File: src/sv/assert_macros.svh
// Assertion macros shared by the deframer RTL.
// Included by files that carry concurrent assertions; depends on nothing.
`ifndef ASSERT_MACROS_SVH
`define ASSERT_MACROS_SVH

// The condition must hold at every clock edge outside reset.
`define ASSERT_ALWAYS(label, clk, rst_n, cond) \
    label: assert property (@(posedge clk) disable iff (!rst_n) (cond)) \
        else $error("assertion failed: invariant violated");

// When the antecedent holds, the consequent must hold in the same cycle.
`define ASSERT_IMPLIES(label, clk, rst_n, ante, cons) \
    label: assert property (@(posedge clk) disable iff (!rst_n) (ante) |-> (cons)) \
        else $error("assertion failed: implication violated");

`endif

File: src/sv/rdd_pkg.sv
// Types and constants of the reliable datagram deframer.
// Used by the parser, the result queue and the top level.
`default_nettype none

package rdd_pkg;

    // Result kinds.
    localparam logic [2:0] RK_NAME     = 3'd0;
    localparam logic [2:0] RK_LENGTH   = 3'd1;
    localparam logic [2:0] RK_PAYLOAD  = 3'd2;
    localparam logic [2:0] RK_ACK_RX   = 3'd3;
    localparam logic [2:0] RK_SEND_ACK = 3'd4;
    localparam logic [2:0] RK_STALE    = 3'd5;
    localparam logic [2:0] RK_TRUNC    = 3'd6;

    // Result queue geometry.
    localparam int QDEPTH  = 8;
    localparam int QPTR_W  = $clog2(QDEPTH);
    localparam int LEVEL_W = QPTR_W + 1;

    typedef struct packed {
        logic [2:0]  kind;
        logic [7:0]  out_byte;
        logic [7:0]  record_length;
        logic        payload_last;
        logic [63:0] sender_id;
        logic [63:0] confirm_id;
        logic [63:0] local_id;
        logic        untracked;
        logic        run_last;
    } rdd_result_t;

    // Results produced by one byte: a count of zero, one or two, and the items.
    typedef struct packed {
        logic [1:0]  n;
        rdd_result_t r0;
        rdd_result_t r1;
    } rdd_push_t;

endpackage

`default_nettype wire

File: src/sv/rdd_out_if.sv
// Result channel of the deframer: one result item per transfer.
// Depends on nothing but the valid/ready handshake.
`default_nettype none

interface rdd_out_if;
    logic        valid;
    logic        ready;
    logic [2:0]  kind;
    logic [7:0]  out_byte;
    logic [7:0]  record_length;
    logic        payload_last;
    logic [63:0] sender_id;
    logic [63:0] confirm_id;
    logic [63:0] local_id;
    logic        untracked;
    logic        run_last;

    modport source (output valid, output kind, output out_byte, output record_length,
                    output payload_last, output sender_id, output confirm_id,
                    output local_id, output untracked, output run_last, input ready);
    modport sink   (input valid, input kind, input out_byte, input record_length,
                    input payload_last, input sender_id, input confirm_id,
                    input local_id, input untracked, input run_last, output ready);
endinterface

`default_nettype wire

File: src/sv/rdd_out_queue.sv
// Result queue of the deframer: takes up to two results a cycle, delivers one.
// Depends on rdd_pkg and rdd_out_if.
`default_nettype none

module rdd_out_queue (
    input  logic                        clk,
    input  logic                        rst_n,
    input  rdd_pkg::rdd_push_t          push,
    output logic [rdd_pkg::LEVEL_W-1:0] level,
    rdd_out_if.source                   dout
);
    import rdd_pkg::*;

    rdd_result_t         mem_reg [QDEPTH];
    rdd_result_t         head;
    logic [QPTR_W-1:0]   wr_ptr_reg, rd_ptr_reg;
    logic [LEVEL_W-1:0]  count_reg;
    logic                pop;

    assign level      = count_reg;
    assign dout.valid = (count_reg != '0);
    assign pop        = dout.valid && dout.ready;
    assign head       = mem_reg[rd_ptr_reg];

    assign dout.kind          = head.kind;
    assign dout.out_byte      = head.out_byte;
    assign dout.record_length = head.record_length;
    assign dout.payload_last  = head.payload_last;
    assign dout.sender_id     = head.sender_id;
    assign dout.confirm_id    = head.confirm_id;
    assign dout.local_id      = head.local_id;
    assign dout.untracked     = head.untracked;
    assign dout.run_last      = head.run_last;

    always_ff @(posedge clk) begin
        if (push.n != 2'd0)
            mem_reg[wr_ptr_reg] <= push.r0;
        if (push.n == 2'd2)
            mem_reg[wr_ptr_reg + 1'b1] <= push.r1;
    end

    always_ff @(posedge clk or negedge rst_n) begin
        if (!rst_n) begin
            wr_ptr_reg <= '0;
            rd_ptr_reg <= '0;
            count_reg  <= '0;
        end
        else begin
            wr_ptr_reg <= wr_ptr_reg + QPTR_W'(push.n);
            rd_ptr_reg <= rd_ptr_reg + QPTR_W'(pop);
            count_reg  <= count_reg + LEVEL_W'(push.n) - LEVEL_W'(pop);
        end
    end

endmodule

`default_nettype wire

File: src/flat_wrapper.sv
// flat-port wrapper written by rule: the top's interface ports become plain ports
module rdd_out_queue_flat import rdd_pkg::*;
  (clk, rst_n, push, level, dout_valid, dout_kind, dout_out_byte, dout_record_length, dout_payload_last, dout_sender_id, dout_confirm_id, dout_local_id, dout_untracked, dout_run_last, dout_ready);
  rdd_out_if dout_i ();
  input  logic clk;
  input  logic rst_n;
  input  rdd_pkg::rdd_push_t push;
  output logic [rdd_pkg::LEVEL_W-1:0] level;
  output wire logic [$bits(dout_i.valid)-1:0] dout_valid;
  output wire logic [$bits(dout_i.kind)-1:0] dout_kind;
  output wire logic [$bits(dout_i.out_byte)-1:0] dout_out_byte;
  output wire logic [$bits(dout_i.record_length)-1:0] dout_record_length;
  output wire logic [$bits(dout_i.payload_last)-1:0] dout_payload_last;
  output wire logic [$bits(dout_i.sender_id)-1:0] dout_sender_id;
  output wire logic [$bits(dout_i.confirm_id)-1:0] dout_confirm_id;
  output wire logic [$bits(dout_i.local_id)-1:0] dout_local_id;
  output wire logic [$bits(dout_i.untracked)-1:0] dout_untracked;
  output wire logic [$bits(dout_i.run_last)-1:0] dout_run_last;
  input wire logic [$bits(dout_i.ready)-1:0] dout_ready;
  assign dout_valid = dout_i.valid;
  assign dout_kind = dout_i.kind;
  assign dout_out_byte = dout_i.out_byte;
  assign dout_record_length = dout_i.record_length;
  assign dout_payload_last = dout_i.payload_last;
  assign dout_sender_id = dout_i.sender_id;
  assign dout_confirm_id = dout_i.confirm_id;
  assign dout_local_id = dout_i.local_id;
  assign dout_untracked = dout_i.untracked;
  assign dout_run_last = dout_i.run_last;
  assign dout_i.ready = dout_ready;
  rdd_out_queue u_core (.clk(clk), .rst_n(rst_n), .push(push), .level(level), .dout(dout_i));
endmodule
File: config.mk
export PLATFORM = sky130hd
export DESIGN_NAME = rdd_out_queue_flat
export DESIGN_NICKNAME = d
export VERILOG_FILES = /design/src/sv/assert_macros.svh /design/src/sv/rdd_pkg.sv /design/src/sv/rdd_out_if.sv /design/src/sv/rdd_out_queue.sv /design/src/flat_wrapper.sv
export SDC_FILE = /design/constraint.sdc
export NUM_CORES = 2
export LEC_CHECK = 0
export BUFFER_PORTS_ARGS = -buffer_cell sky130_fd_sc_hd__buf_2
export CAP_MARGIN = 5
export CORE_ASPECT_RATIO = 0.5
export CORE_MARGIN = 2
export CORE_UTILIZATION = 40
export CTS_CLUSTER_SIZE = 10
export DETAILED_ROUTE_END_ITERATION = 8
export PLACE_DENSITY = 0.65
export SLEW_MARGIN = 20
export SYNTH_ARGS = -nofsm -noshare
export SYNTH_HDL_FRONTEND = slang
export SYNTH_SLANG_ARGS = --single-unit
File: constraint.sdc
create_clock -name clk -period 17.1 [get_ports clk]
set_input_delay 3.42 -clock clk [delete_from_list [all_inputs] [get_ports clk]]
set_output_delay 3.42 -clock clk [all_outputs]
set_load 0.02 [all_outputs]
==> results by group <==
Clock tree
  – Hold Buf Count CTS: 0
  – Max clock buf depth: 4
  – PostCTS Resize Cnt: 0
  – Total number of H-tree levels: 4
  – Cell chosen for the clock root: sky130_fd_sc_hd__clkbuf_16
  – Number of post-CTS setup repair buffers: 0
  – Clock Latency Late Sink: 0.84 ns
  – CTS clk-pin slew, worst paths: 0.06 ns
  – Clock sink count: about 1.7k
  – CTS buffer count: approximately 200
  – Clock tree from TritonCTS: yes

Status
  – Status: completed

STA
  – RSZ-0062 raised after global routing: no
  – Smallest hold slack: 0.6852 ns
  – Final worst path period need: between 8 and 9 ns
  – Slew at the pin closest to its max-slew limit: 1.215 ns
  – Max Clock Freq: roughly 0.11 GHz
  – Final number of hold-violating endpoints: 0
  – Number of max-slew violations in the final report: 0
  – Final worst clock skew: between 0.02 and 0.03 ns
  – Post-Route Setup TNS: 0 ns
  – Final-report setup violation count: 0
  – Final clock period utilization by the worst path: around 51%
  – Relative slew margins: between 10% and 20%

Worst setup path
  – Cell with the largest stage delay on the worst path: sky130_fd_sc_hd__dfrtp_4
  – Crit Reg-Reg Endpoint: u_core.mem_reg[1][91]$_DFFE_PP_
  – Sequence of cells on the critical path: buf_12 > buf_12 > buf_4 > mux4_2 > mux2_2 > buf_2
  – Count of buffering cells on the critical path with inverters included: 4
  – CP endpoint kind: output pin
  – Count of cells along the worst register-to-register path: 8
  – Critical Path Max Stage Delay: around 0.9 ns
  – Worst setup path category: reg -> out
  – Worst flop-to-flop path startpoint: u_core.wr_ptr_reg[1]$_DFF_PN0_
  – Most common cell on crit path: sky130_fd_sc_hd__buf_12
  – Maximum fanout along the worst path: 101
  – Worst reg2reg setup slack: roughly 11 ns
  – Worst setup SP type: flip-flop
  – Critical path data arrival time: about 5.3 ns
  – Cell class contributing the biggest share of worst-path delay: buffers and inverters
  – Required time of the critical path: about 14 ns

Floorplan
  – Die footprint: approximately 0.22 mm²
  – Number of I/O pins: 652
  – Area of the core: around 0.21 mm²
  – Die span in y: roughly 330 µm
  – Initial core utilization: 40.26%
  – X dimension of the die: around 660 µm
  – Num rows: roughly 120

Hold path
  – Hold path depth: 3
  – Start point of the worst min-delay path: u_core.level[3]$_DFF_PN0_
  – Worst hold endpoint: u_core.level[3]$_DFF_PN0_
  – Classification of the worst-slack hold path: reg -> reg

Global route
  – GRT Total Usage: ~22%
  – Wire length of the first global-routing pass: 347200 µm
  – Number of global-route vias before repair: roughly 50k
  – Grt ovf: 0
  – Number of antenna violations at the first check in global routing: ~140
  – Pin count of the biggest net entering global routing: around 120

Synth
  – Most instantiated flip-flop cell in the synthesis netlist: sky130_fd_sc_hd__edfxtp_1
  – Post-Synthesis Cells: ~4.4k
  – Ys Warns: 0
  – Largest cells by area after synthesis: sky130_fd_sc_hd__edfxtp_1 61%, sky130_fd_sc_hd__mux2_2 25%, sky130_fd_sc_hd__mux4_2 11%
  – Mapped Nets: 4885
  – Area share of the leading cell type in the synthesized netlist: between 60% and 70%
  – Fraction of registers with async set or reset after synthesis: 0.5807%
  – Area of the mapped netlist: ~0.085 mm²
  – Number of unique standard cell types used by synthesis: 34
  – Syn avg cell area: roughly 19 µm²
  – Count of flip-flops with a built-in enable after synthesis: 1712
  – Leading area contributor after synthesis: sky130_fd_sc_hd__edfxtp_1
  – Post-synthesis sequential area ratio: 60.90%
  – Yosys reg bits: 1722

Route
  – Antenna Nets Post-Route: 0
  – Remaining routing DRC violations: 0
  – Detailed-route via count: around 47k
  – Routed vias/inst: around 5.8
  – Detailed-route wire length: approximately 240000 µm
  – Drt first pass iters: 5
  – Average wire length per cell after detail routing: just over 30 µm
  – Drt initial violations: 3839

Place
  – Post-detailed-placement half-perimeter wirelength: between 100000 and 150000 µm
  – Port-buffer cells: around 650
  – Final GP Congestion: approximately 0.79
  – Post-Place Cells: approximately 7.7k

Power and ir drop
  – Leakage power: about 32 nW
  – IR Drop Worst-Case VDD: approximately 0.19 mV
  – Power density over the cells: 177.1 mW/mm²

Layout
  – Largest register FFs: 1712
  – Nets: roughly 5.5k
  – Count of non-filler cells in the finished layout: about 8.0k
  – Share of post-route cells with drive strength above 1: 64.69%
  – Area Growth Syn to Fin: 13.89%

Run
  – Max Cap Viol: 0
## per-stage QoR
stage | area, µm² | total power [mW] | util [%] | worst slack (ns)
2_1_floorplan | 84840 | 11.72 | - | -2.520
3_5_place_dp | 91250 | 13.57 | 43.31 | 8.584
6_report | 96610 | 17.11 | 45.86 | 8.389
4_1_cts | 96430 | 17.30 | 45.77 | 8.142
3_3_place_gp | 91250 | 13.43 | 43.31 | 8.666
5_1_grt | 96580 | 17.75 | 45.84 | 7.911
## how the worst max path moves through the flow
stage / start / endpoint / cells past startpoint
final: u_core.rd_ptr_reg[0]$_DFF_PN0_ / dout_sender_id[4] / 6
after global routing: u_core.rd_ptr_reg[0]$_DFF_PN0_ / dout_sender_id[4] / 6
after CTS: u_core.rd_ptr_reg[0]$_DFF_PN0_ / dout_sender_id[4] / 6
after detailed placement: push[428] / u_core.mem_reg[1][84]$_DFFE_PP_ / 8
after global placement: push[428] / u_core.mem_reg[1][84]$_DFFE_PP_ / 8
after floorplan: push[429] / u_core.mem_reg[5][0]$_DFFE_PP_ / 2
## per-layer routing
layer	GRT usage, %	up-vias	share of wire, %
met1	28.45	25024	40
met3	2.886	556	4.7
met4	10.19	26	4.5
li1	-	19645	-
met5	0	-	0.061
met2	37.36	1599	50
## power breakdown
group / switching (mW) / internal (mW) / total (mW) / leakage [nW]
clock network: 1.63 / 2.09 / 3.72 / 2.53
logic: 4.04 / 2.76 / 6.80 / 13.9
registers: 0.356 / 6.23 / 6.59 / 15.8
total: 6.02 / 11.1 / 17.1 / 32.3
## synth_stat cells (2+ instances only)
| library cell | instances |
|---|---|
| sky130_fd_sc_hd__o31ai_1 | 2 |
| sky130_fd_sc_hd__mux2_2 | 1908 |
| sky130_fd_sc_hd__nand3_1 | 2 |
| sky130_fd_sc_hd__mux4_2 | 428 |
| sky130_fd_sc_hd__xnor2_1 | 3 |
| sky130_fd_sc_hd__nand2_1 | 7 |
| sky130_fd_sc_hd__xor2_1 | 2 |
| sky130_fd_sc_hd__o21ai_0 | 5 |
| sky130_fd_sc_hd__inv_1 | 11 |
| sky130_fd_sc_hd__mux2_1 | 18 |
| sky130_fd_sc_hd__nor2_1 | 3 |
| sky130_fd_sc_hd__buf_2 | 192 |
| sky130_fd_sc_hd__buf_1 | 27 |
| sky130_fd_sc_hd__edfxtp_1 | 1712 |
| sky130_fd_sc_hd__fa_1 | 2 |
| sky130_fd_sc_hd__clkbuf_1 | 85 |
| sky130_fd_sc_hd__o22ai_1 | 2 |
| sky130_fd_sc_hd__ha_1 | 8 |
| sky130_fd_sc_hd__dfrtp_1 | 10 |
## cell usage in the layout (no fill, tap or decap), types with 2 or more instances in the layout
cell type and n:
sky130_fd_sc_hd__inv_6 2, sky130_fd_sc_hd__buf_12 14, sky130_fd_sc_hd__mux2_1 18, sky130_fd_sc_hd__nand2_1 3, sky130_fd_sc_hd__clkbuf_16 201, sky130_fd_sc_hd__nand3_4 2
sky130_fd_sc_hd__mux2_2 1908, sky130_fd_sc_hd__o22ai_4 2, sky130_fd_sc_hd__nand2_4 4, sky130_fd_sc_hd__buf_2 651, sky130_fd_sc_hd__inv_1 11, sky130_fd_sc_hd__ha_1 8
sky130_fd_sc_hd__xor2_1 2, sky130_fd_sc_hd__clkbuf_1 23, sky130_fd_sc_hd__dfrtp_1 7, sky130_fd_sc_hd__mux4_2 428, sky130_fd_sc_hd__nor2_4 2, sky130_fd_sc_hd__o31ai_4 2
sky130_fd_sc_hd__xnor2_1 3, sky130_fd_sc_hd__edfxtp_1 1712, sky130_fd_sc_hd__dfrtp_4 3, sky130_fd_sc_hd__fa_1 2, sky130_fd_sc_hd__buf_4 70, sky130_fd_sc_hd__diode_2 72
sky130_fd_sc_hd__clkinv_1 2, sky130_fd_sc_hd__o21ai_4 4
## kinds of logic (layout without fill, tap and decap cells)
logic type	Yosys count	count (layout)	synth area share [%]
AOI/OAI and AO/OA	12	12	0.08554
xor gates and xnor gates	7	7	0.08999
adders and majority gates	10	10	0.1652
buffers and inverters	316	977	1.686
DFF	1722	1722	60.90
muxes	2355	2355	36.94
other	0	72	0
and+or+nand+nor	20	20	0.1328
## worst reg2reg max path, delay by kind of cell (launching register included)
family                     cells  cell delay [ns]
AOI/OAI and AO/OA              1             0.18
DFF                            1             0.48
buffers and inverters          4             2.85
adders and majority gates      1             0.44
and+or+nand+nor                2             1.40
## cell type report
class / instances / area [µm²]
inverters: 11 / 41.29
flip-flops and latches: 1722 / 51670
diodes: 72 / 180.2
well taps: 2843 / 3557
fillers: 17879 / 114100
repair buffers: 736 / 4075
multi-input cells: 2404 / 31910
clock inverters: 6 / 60.06
clock buffers: 224 / 5116
(Power assumes the default switching activity.)
